## src/design/sktd_pkg.sv

```systemverilog
// Shared constants for the 6k+/-1 trial-division prime tester.
package sktd_pkg;

   localparam int VALUE_BITS_DEFAULT = 32;

endpackage

```

## src/design/sktd_serial_div.sv

```systemverilog
// Restoring divider that develops one quotient bit per cycle.
module sktd_serial_div import sktd_pkg::*; #(
   parameter int VALUE_BITS = VALUE_BITS_DEFAULT
) (
   input  logic                  clock,
   input  logic                  reset,
   input  logic                  start,
   input  logic [VALUE_BITS-1:0] dividend,
   input  logic [VALUE_BITS-1:0] divisor,
   output logic                  done,
   output logic [VALUE_BITS-1:0] quotient,
   output logic [VALUE_BITS-1:0] remainder
);

   localparam int CntBits = $clog2(VALUE_BITS + 1);

   logic                  busy_ff, busy_in;
   logic                  done_ff, done_in;
   logic [CntBits-1:0]    cnt_ff, cnt_in;
   logic [VALUE_BITS-1:0] rem_ff, rem_in;
   logic [VALUE_BITS-1:0] quo_ff, quo_in;
   logic [VALUE_BITS-1:0] den_ff, den_in;
   logic [VALUE_BITS:0]   shifted;
   logic                  fits;

   assign shifted = {rem_ff, quo_ff[VALUE_BITS-1]};
   assign fits    = shifted >= {1'b0, den_ff};

   always_comb begin
      busy_in = busy_ff;
      done_in = 1'b0;
      cnt_in  = cnt_ff;
      rem_in  = rem_ff;
      quo_in  = quo_ff;
      den_in  = den_ff;
      if (start) begin
         busy_in = 1'b1;
         cnt_in  = CntBits'(VALUE_BITS);
         rem_in  = '0;
         quo_in  = dividend;
         den_in  = divisor;
      end else if (busy_ff) begin
         if (fits) begin
            rem_in = VALUE_BITS'(shifted - {1'b0, den_ff});
         end else begin
            rem_in = shifted[VALUE_BITS-1:0];
         end
         quo_in = {quo_ff[VALUE_BITS-2:0], fits};
         cnt_in = cnt_ff - CntBits'(1);
         if (cnt_ff == CntBits'(1)) begin
            busy_in = 1'b0;
            done_in = 1'b1;
         end
      end
   end

   always_ff @(posedge clock) begin
      if (reset) begin
         busy_ff <= 1'b0;
         done_ff <= 1'b0;
         cnt_ff  <= '0;
      end else begin
         busy_ff <= busy_in;
         done_ff <= done_in;
         cnt_ff  <= cnt_in;
      end
      rem_ff <= rem_in;
      quo_ff <= quo_in;
      den_ff <= den_in;
   end

   assign done      = done_ff;
   assign quotient  = quo_ff;
   assign remainder = rem_ff;

   a_no_start_busy: assert property (@(posedge clock) disable iff (reset)
      start |-> !busy_ff)
      else $error("divider restarted while busy");

endmodule

```

## config.mk

```make
export PLATFORM = sky130hd
export DESIGN_NAME = sktd_serial_div
export DESIGN_NICKNAME = d
export VERILOG_FILES = /design/src/design/sktd_pkg.sv /design/src/design/sktd_serial_div.sv
export SDC_FILE = /design/constraint.sdc
export NUM_CORES = 1
export LEC_CHECK = 0
export ABC_AREA = 1
export BUFFER_PORTS_ARGS = -buffer_cell sky130_fd_sc_hd__buf_2
export CAP_MARGIN = 10
export CORE_AREA = 10 10 136 138
export CTS_BUF_LIST = sky130_fd_sc_hd__clkbuf_4
export CTS_CLUSTER_DIAMETER = 150
export DETAILED_ROUTE_END_ITERATION = 16
export DIE_AREA = 0 0 146 148
export PLACE_DENSITY_LB_ADDON = 0.3
export SYNTH_ARGS = -nofsm -noshare
export SYNTH_HDL_FRONTEND = slang
export SYNTH_SLANG_ARGS = --single-unit
```

## constraint.sdc

```tcl
create_clock -name clock -period 5 [get_ports clock]
set_clock_uncertainty 0.1 [all_clocks]
set_input_delay 0.5 -clock clock [delete_from_list [all_inputs] [get_ports clock]]
set_output_delay 0.5 -clock clock [all_outputs]
set_load 0.03 [all_outputs]
```

==> metrics, run 1 <==
Worst-path clk slew 0.20 ns; Area Overhead vs Synth 15.7%; Mapped Cells around 1.0k; CP peak stage delay approximately 0.70 ns; Bufs on Longest Clock Path 2; Final Net Count 1234; routability cong. slightly below 0.9; worst-margin pin slew 0.966 ns; most frequent cells in the layout nand2_1 (413), inv_1 (184), buf_2 (131); final hold violations 0; Synth Net Count around 1.1k; drt drc 0; Non-Filler Instances about 1.4k; GRT overflow 0; CP Cell Sequence ha_1, a21oi_1, nand2_1, a21oi_1, nand2_1, nor2_4, nand2_4, nand2_1, nand3_1, nand2_1; sequential area share after synthesis 0.393; worst-path fanout max 34; RSZ-0062 raised after global routing no; dominant synthesized flop cell edfxtp_1; status finished clean; synth warn 0; CTS buffer count 9; crit path buf inv count 0; core area ~16000 µm²; first-pass GRT wire length slightly above 30000 µm; Power Dens Cells between 200 and 250 nW/µm²; CTS Sinks between 100 and 150; design area approximately 8000 µm²; hpwl dp 14700 µm; Total Routing Usage GR 0.174; ANT nets after route 0; worst min-delay path class input port to register; Worst path top cell family by delay simple AND/OR/NAND/NOR gates; die area roughly 22000 µm²; setup ws final 1.96 ns; DP Worst Slack about 2 ns; DR vias between 6k and 7k; most common cell after layout, fill and taps aside nand2_1; Fin Hold WS between 0.03 and 0.04 ns; Post-DP Area a little under 8000 µm²; H-tree Lvls 3; initial antenna violation count 0; Req. time, crit path between 5 and 6 ns; slowest CP cell nor2_4; chip width between 100 and 150 µm; CP arrival between 3 and 4 ns; Root Driver clkbuf_4; row count 46; vias in the first global route 6125; iteration count of the initial detailed-routing pass 5; Port Buf Inserts roughly 130; Crit path top cell by count nand2_1; Fmax between 300 and 400 MHz; crit path time final about 3.0 ns; library cells used by synthesis 38; Leakage 4.42 nW; period utilisation layout 0.607; largest net degree at the start of global routing 49; # IOs about 130; number of flops mapped to enable cells by yosys between 60 and 70; Initial Util 0.441; share of cells above drive strength 1 0.161; placed insts about 1.3k; # Post-CTS Setup Buffers 0; fin. max-slew vios 0; Max-slew headroom 0.352; DIE HEIGHT 148 µm; DRT iter0 DRCs ~450; Max VDD drop between 0.15 and 0.2 mV; cell area after synthesis roughly 6900 µm²; Mean Syn Cell Area roughly 6.9 µm²; drt wl/cell 14.0 µm; flops & latches, synth approximately 100; setup violators final 0; Fin Setup TNS 0 ns; CP Capture Type register; Async SR Flop Fraction 0; MaxCap Viol Count 0; CP Class register to register; final WL roughly 19000 µm; number of vias per cell ~4.7; type of origin of the critical path register; Clk Latency, worst-skew pair ~0.54 ns; CTS tree yes
## timing repair
action,in CTS,in global routing
resized for setup,0,0
hold buffers,6,2
hold endpoints to repair,6,2
## cells in the mapped netlist, types with 10 or more instances
cell type	number	area share
a21oi_1	20	0.014
clkbuf_1	12	0.0065
dfxtp_1	40	0.12
edfxtp_1	64	0.28
ha_1	34	0.061
inv_1	184	0.10
nand2_1	413	0.22
nand3_1	73	0.053
nand3b_1	14	0.015
nor2_1	44	0.024
o21ai_1	10	0.0072
xnor2_1	14	0.018
## state kept, by name, summed over array words and instances, names as in the netlist
name	flops
remainder	32
busy_ff	1
quotient	32
cnt_ff	6
den_ff	32
done	1
## report_power, final
| part | internal [mW] | switching [mW] | total, mW | leakage (nW) |
|---|---|---|---|---|
| sequential | 0.973 | 0.0247 | 0.997 | 0.965 |
| combinational | 0.105 | 0.219 | 0.324 | 3.38 |
| clock | 0.126 | 0.359 | 0.485 | 0.0849 |
| total | 1.20 | 0.603 | 1.81 | 4.42 |
## layout make-up
| type | count | area (µm²) |
|---|---|---|
| well taps | 216 | 270 |
| repair buffers | 143 | 766 |
| diodes | 2 | 5.00 |
| fillers | 1619 | 7710 |
| clock buffers | 9 | 67.6 |
| multi-input cells | 687 | 3370 |
| flip-flops and latches | 104 | 2720 |
| inverters | 187 | 702 |
| clock inverters | 7 | 98.8 |
## layer usage
metal | vias to the layer above | GRT usage | wire length [µm]
li1 | 3347 | - | -
met1 | 2793 | 0.213 | 8460
met2 | 168 | 0.299 | 9090
met3 | 16 | 0.0540 | 1270
met4 | 0 | 0.0275 | 144
met5 | - | 0 | 0
## worst paths after layout
| path | end | slack (ns) | cells past startpoint | from |
|---|---|---|---|---|
| setup reg to reg | remainder[11]$_SDFFE_PP0P_ | 1.96 | 10 | remainder[27]$_SDFFE_PP0P_ |
| hold / removal | den_ff[29]$_DFFE_PP_ | 0.03 | 1 | divisor[29] |
| hold reg to reg | remainder[17]$_SDFFE_PP0P_ | 0.40 | 2 | remainder[17]$_SDFFE_PP0P_ |
| setup / recovery | remainder[11]$_SDFFE_PP0P_ | 1.96 | 10 | remainder[27]$_SDFFE_PP0P_ |
## kinds of logic after synthesis
| kind of cell | share of synthesized area |
|---|---|
| buf+inv | 0.120 |
| simple gates | 0.369 |
| fa+ha+maj | 0.0644 |
| flops | 0.393 |
| xor+xnor | 0.0190 |
| compound gates | 0.0351 |
## per-stage QoR
stage               power (mW)   util
floorplan                 1.23      -
global route              1.90  0.509
CTS                       1.82  0.508
detailed placement        1.34  0.493
finish                    1.81  0.509
global placement          1.33  0.493
Power figures use the tool's default switching activity.
==> run 2, diff against run 1 <==
==> constraint.sdc (replaced) <==
create_clock -name clock -period 2.7 [get_ports clock]
set_clock_uncertainty 0.1 [all_clocks]
set_input_delay 0.27 -clock clock [delete_from_list [all_inputs] [get_ports clock]]
set_output_delay 0.27 -clock clock [all_outputs]
set_load 0.03 [all_outputs]
==> metrics, run 2 (synthesized netlist as in run 1, its figures left out) <==
status finished clean; Sw Ratio 0.331 (-0.00307); CTS tree yes; core area 15700 µm² (unchanged); CP peak stage delay 0.43 ns (-0.27 ns); row count 46 (unchanged); drt drc 0 (unchanged); Clk Latency, worst-skew pair 0.54 ns (about the same); number of vias per cell 4.67 (about the same); switching power 1.13 mW (+88%); clock power share 0.266 (-0.003); largest net degree at the start of global routing 36 (-27%); die area 21600 µm² (unchanged); final hold violations 0 (unchanged); setup violators final 0 (unchanged); # Post-CTS Setup Buffers 0 (unchanged); Total Routing Usage GR 0.186 (+0.0125); Area Overhead vs Synth 24.9%; CP Class register to register; H-tree Lvls 3 (unchanged); # IOs 132 (unchanged); Total Power 3.43 mW (+90%); CP arrival 2.77 ns (-0.64 ns); final WL 20000 µm (+5.2%); combinational share of power 0.196 (+0.017); Req. time, crit path 3.01 ns (-2.36 ns); Worst-path clk slew 0.19 ns (about the same); Root Driver clkbuf_4; first-pass GRT wire length 33600 µm (+8.7%); hpwl dp 15100 µm (+2.4%); Max-slew headroom 0.618 (+0.266); Bufs on Longest Clock Path 2 (unchanged); iteration count of the initial detailed-routing pass 5 (unchanged); MaxCap Viol Count 0 (unchanged); Max VDD drop 0.302 mV (+52%); Leakage 4.71 nW (+6.6%); fin. max-slew vios 0 (unchanged); DIE HEIGHT 148 µm (unchanged); vias in the first global route 6756 (+10%); DR vias 6627 (+4.8%); drt wl/cell 14.1 µm (+0.50%); chip width 146 µm (unchanged); routability cong. 0.967 (+8.3%); worst-margin pin slew 0.573 ns (-0.393 ns); Fmax 408 MHz (+24%); worst min-delay path class input port to register; initial antenna violation count 1 (+1); type of origin of the critical path register; Fin Setup TNS 0 ns (unchanged); DRT iter0 DRCs 434 (-2.9%); slowest CP cell ha_1; Int Power 2.30 mW (+91%); CP Cell Sequence inv_1, ha_1, nand2_1, nor2_1, nand2_1, nor2_1, nand2_1, nand3_1, nand2_1, nand2_1, nand2_1, nand3_1, nand2_1; worst-path fanout max 6 (-82%); RSZ-0062 raised after global routing no; share of cells above drive strength 1 0.161 (-0.000384); Power Dens Cells 397 nW/µm² (+76%); CP Capture Type register; Initial Util 0.441 (unchanged); sequential fraction of design power 0.539 (-0.013); Port Buf Inserts 131 (unchanged); most common cell after layout, fill and taps aside nand2_1; CTS buffer count 9 (unchanged); most frequent cells in the layout nand2_1 (413), inv_1 (184), buf_2 (131); period utilisation layout 0.908 (+0.300); crit path time final 2.45 ns (-0.585 ns); ANT nets after route 0 (unchanged); Final Net Count 1299 (+5.3%); crit path buf inv count 1 (+1); reg-to-reg slack, setup 0.25 ns (-1.72 ns); CTS Sinks 104 (unchanged); Crit path top cell by count nand2_1; Worst path top cell family by delay simple AND/OR/NAND/NOR gates; GRT overflow 0 (unchanged)
run 2: area by class of cell:
cell class | count | area [µm²]
diodes | 1 | 2.50
fillers | 1490 | 7070
multi-input cells | 687 | 3380
well taps | 216 | 270
repair buffers | 208 | 1410
inverters | 187 | 702
clock inverters | 7 | 96.3
clock buffers | 9 | 67.6
flip-flops and latches | 104 | 2720
run 2: final timing paths:
kind,start,end,cells past startpoint
min reg2reg,remainder[20]$_SDFFE_PP0P_,remainder[20]$_SDFFE_PP0P_,2
max,den_ff[22]$_DFFE_PP_,remainder[23]$_SDFFE_PP0P_,13
min,dividend[0],quotient[0]$_DFFE_PP_,3
max reg2reg,den_ff[22]$_DFFE_PP_,remainder[23]$_SDFFE_PP0P_,13
run 2: stage by stage:
stage	worst slack, ns	hold slack (ns)	cell area (µm²)	std cells	utilization
floorplan	0.396	0.248	6920	1000	-
global placement	0.243	0.347	7830	1338	0.499
detailed placement	0.228	0.348	7830	1338	0.499
CTS	0.169	0.00493	8640	1418	0.550
global route	0.0449	0.0134	8640	1418	0.550
finish	0.250	0.0387	8650	1419	0.550
run 2: power by group through the flow:
stage | clock (mW) | combinational, mW | sequential (mW)
6_report | 0.912 | 0.673 | 1.85
5_1_grt | 1.01 | 0.744 | 1.86
4_1_cts | 0.948 | 0.673 | 1.85
3_5_place_dp | 0 | 0.598 | 1.88
3_3_place_gp | 0 | 0.595 | 1.88
2_1_floorplan | 0 | 0.292 | 1.98
run 2: repair_timing:
action,in CTS,in global routing
resized for setup,0,1
hold buffers,64,0
endpoints found under the hold margin,66,0
setup endpoints to repair,0,1
run 2: worst reg2reg max path, delay by kind of cell, from the launching register on:
| family | cells | cell delay [ns] |
|---|---|---|
| buffers and inverters | 1 | 0.04 |
| adder cells (fa/ha/maj) | 1 | 0.43 |
| AND/OR/NAND/NOR | 11 | 1.44 |
| flip-flops | 1 | 0.37 |
run 2: metal layers:
metal / global-route usage / part of all wire / wire [µm] / vias to the layer above
met3: 0.0583 / 0.075 / 1500 / 19
met5: 0 / 0 / 0 / -
met1: 0.226 / 0.44 / 8720 / 2958
li1: - / - / - / 3482
met4: 0.0370 / 0.013 / 257 / 0
met2: 0.319 / 0.48 / 9490 / 168
==> run 3, diff against run 2 <==
--- a/config.mk
+++ b/config.mk
@@ -13,6 +13,7 @@
 export CTS_CLUSTER_DIAMETER = 150
 export DETAILED_ROUTE_END_ITERATION = 16
 export DIE_AREA = 0 0 146 148
+export GPL_TIMING_DRIVEN = 0
 export PLACE_DENSITY_LB_ADDON = 0.3
 export SYNTH_ARGS = -nofsm -noshare
 export SYNTH_HDL_FRONTEND = slang
==> constraint.sdc (replaced) <==
create_clock -name clock -period 2.7 [get_ports clock]
set_clock_uncertainty 0.1 [all_clocks]
set_input_delay 0 -clock clock [delete_from_list [all_inputs] [get_ports clock]]
set_output_delay 0 -clock clock [all_outputs]
set_load 0.03 [all_outputs]
==> metrics, run 3 (synthesized netlist as in run 1, its figures left out) <==
reg-to-reg slack, setup 0.23 ns (-0.02 ns); worst-path fanout max 10 (+4); Area Overhead vs Synth 25.8%; slowest CP cell edfxtp_1; routability cong. 0.942 (-2.6%); vias in the first global route 6705 (-0.75%); met2 usage 0.327 (+0.00800); Worst-path clk slew 0.22 ns (+0.03 ns); worst-margin pin slew 0.838 ns (+0.265 ns); Fin Setup TNS 0 ns (unchanged); Final Net Count 1310 (+0.85%); Initial Util 0.441 (unchanged); global routing usage on met1 0.238 (+0.0126); Leakage 4.73 nW (+0.24%); DR vias 6718 (+1.4%); CTS tree yes; fin. max-slew vios 0 (unchanged); Max-slew headroom 0.442 (-0.176); H-tree Lvls 3 (unchanged); number of vias per cell 4.69 (+0.52%); DP Worst Slack 0.187 ns (-0.0411 ns); die area 21600 µm² (unchanged); # IOs 132 (unchanged); setup violators final 0 (unchanged); Bufs on Longest Clock Path 2 (unchanged); final hold violations 0 (unchanged); ANT nets after route 0 (unchanged); worst min-delay path class input port to register; Total Routing Usage GR 0.191 (+0.00435); CP Capture Type register; most common cell after layout, fill and taps aside nand2_1; Port Buf Inserts 131 (unchanged); CP Class register to register; drt drc 0 (unchanged); CTS buffer count 9 (unchanged); Root Driver clkbuf_4; status finished clean; CP arrival 2.65 ns (-0.12 ns); DIE HEIGHT 148 µm (unchanged); initial antenna violation count 1 (unchanged); design area 8710 µm² (+0.69%); row count 46 (unchanged); chip width 146 µm (unchanged); core area 15700 µm² (unchanged); Req. time, crit path 2.88 ns (-0.13 ns); M3 GR Usage 0.0510 (-0.00733); Fmax 405 MHz (-0.69%); Power Dens Cells 396 nW/µm² (-0.32%); Max VDD drop 0.329 mV (+9.1%); crit path time final 2.47 ns (+0.0171 ns); most frequent cells in the layout nand2_1 (413), inv_1 (184), buf_2 (136); MaxCap Viol Count 0 (unchanged); hpwl dp 15900 µm (+5.5%); CP peak stage delay 0.38 ns (-0.05 ns); final WL 20800 µm (+4.0%); share of cells above drive strength 1 0.157 (-0.00310); iteration count of the initial detailed-routing pass 5 (unchanged); DRT iter0 DRCs 378 (-13%); RSZ-0062 raised after global routing no; largest net degree at the start of global routing 34 (-5.6%); post-layout util 0.554 (+0.00382); CTS Sinks 104 (unchanged); drt wl/cell 14.5 µm (+3.2%); GRT overflow 0 (unchanged); Clk Latency, worst-skew pair 0.53 ns (about the same); first-pass GRT wire length 33800 µm (+0.64%); setup ws final 0.232 ns (-0.0171 ns); # Post-CTS Setup Buffers 0 (unchanged); busiest layer in global routing met2; period utilisation layout 0.914 (+0.00635); Post-DP Area 7880 µm² (+0.54%); type of origin of the critical path register; CP Cell Sequence inv_1, ha_1, nand2_1, inv_1, nand2_1, inv_1, a21oi_1, nand2_1, nor2_4, buf_2, a31oi_1
[run 3: power by group]
part           switching [mW]  internal (mW)  total (mW)
registers              0.0470           1.80        1.85
logic                   0.431          0.253       0.684
clock network           0.666          0.246       0.913
total                    1.14           2.30        3.45
[run 3: timing repair]
item / in CTS / in global routing
setup endpoints to repair: 0 / 2
resized for setup: 0 / 1
endpoints found under the hold margin: 72 / 0
hold buffers: 65 / 0
[run 3: worst max-delay path, delay by kind of cell (launching register included)]
family	cells	cell delay, ns
flip-flops	1	0.38
AO/OA/AOI/OAI	2	0.30
adder cells (fa/ha/maj)	1	0.35
AND/OR/NAND/NOR	4	0.58
buffers and inverters	4	0.51
[run 3: final timing paths]
check	from	to	cells after the start
setup / recovery	den_ff[30]$_DFFE_PP_	quotient[0]$_DFFE_PP_	11
hold / removal	start	den_ff[3]$_DFFE_PP_	1
setup reg to reg	den_ff[30]$_DFFE_PP_	quotient[0]$_DFFE_PP_	11
hold reg to reg	remainder[18]$_SDFFE_PP0P_	remainder[18]$_SDFFE_PP0P_	2
[run 3: final cells by class]
type	instances	area, µm²
Fill cell	1533	7010
Multi-Input combinational cell	687	3380
Sequential cell	104	2720
Inverter	187	702
Clock inverter	7	101
Timing Repair Buffer	197	1330
Clock buffer	9	67.6
Buffer	22	128
Antenna cell	2	5.00
Tap cell	216	270
[run 3: metrics by stage]
stage | total power, mW | cells | hold WS, ns
finish | 3.45 | 1431 | 0.00859
global route | 3.62 | 1430 | 0.00620
CTS | 3.47 | 1429 | 0.00251
detailed placement | 2.49 | 1348 | 0.0783
global placement | 2.47 | 1347 | 0.0772
floorplan | 2.27 | 1000 | -0.0215
[run 3: layer usage]
metal  routed length [µm]  vias to the layer above
li1                     -                     3510
met1                 9420                     3019
met2                 9900                      174
met3                 1250                       15
met4                  201                        0
met5                    0                        -
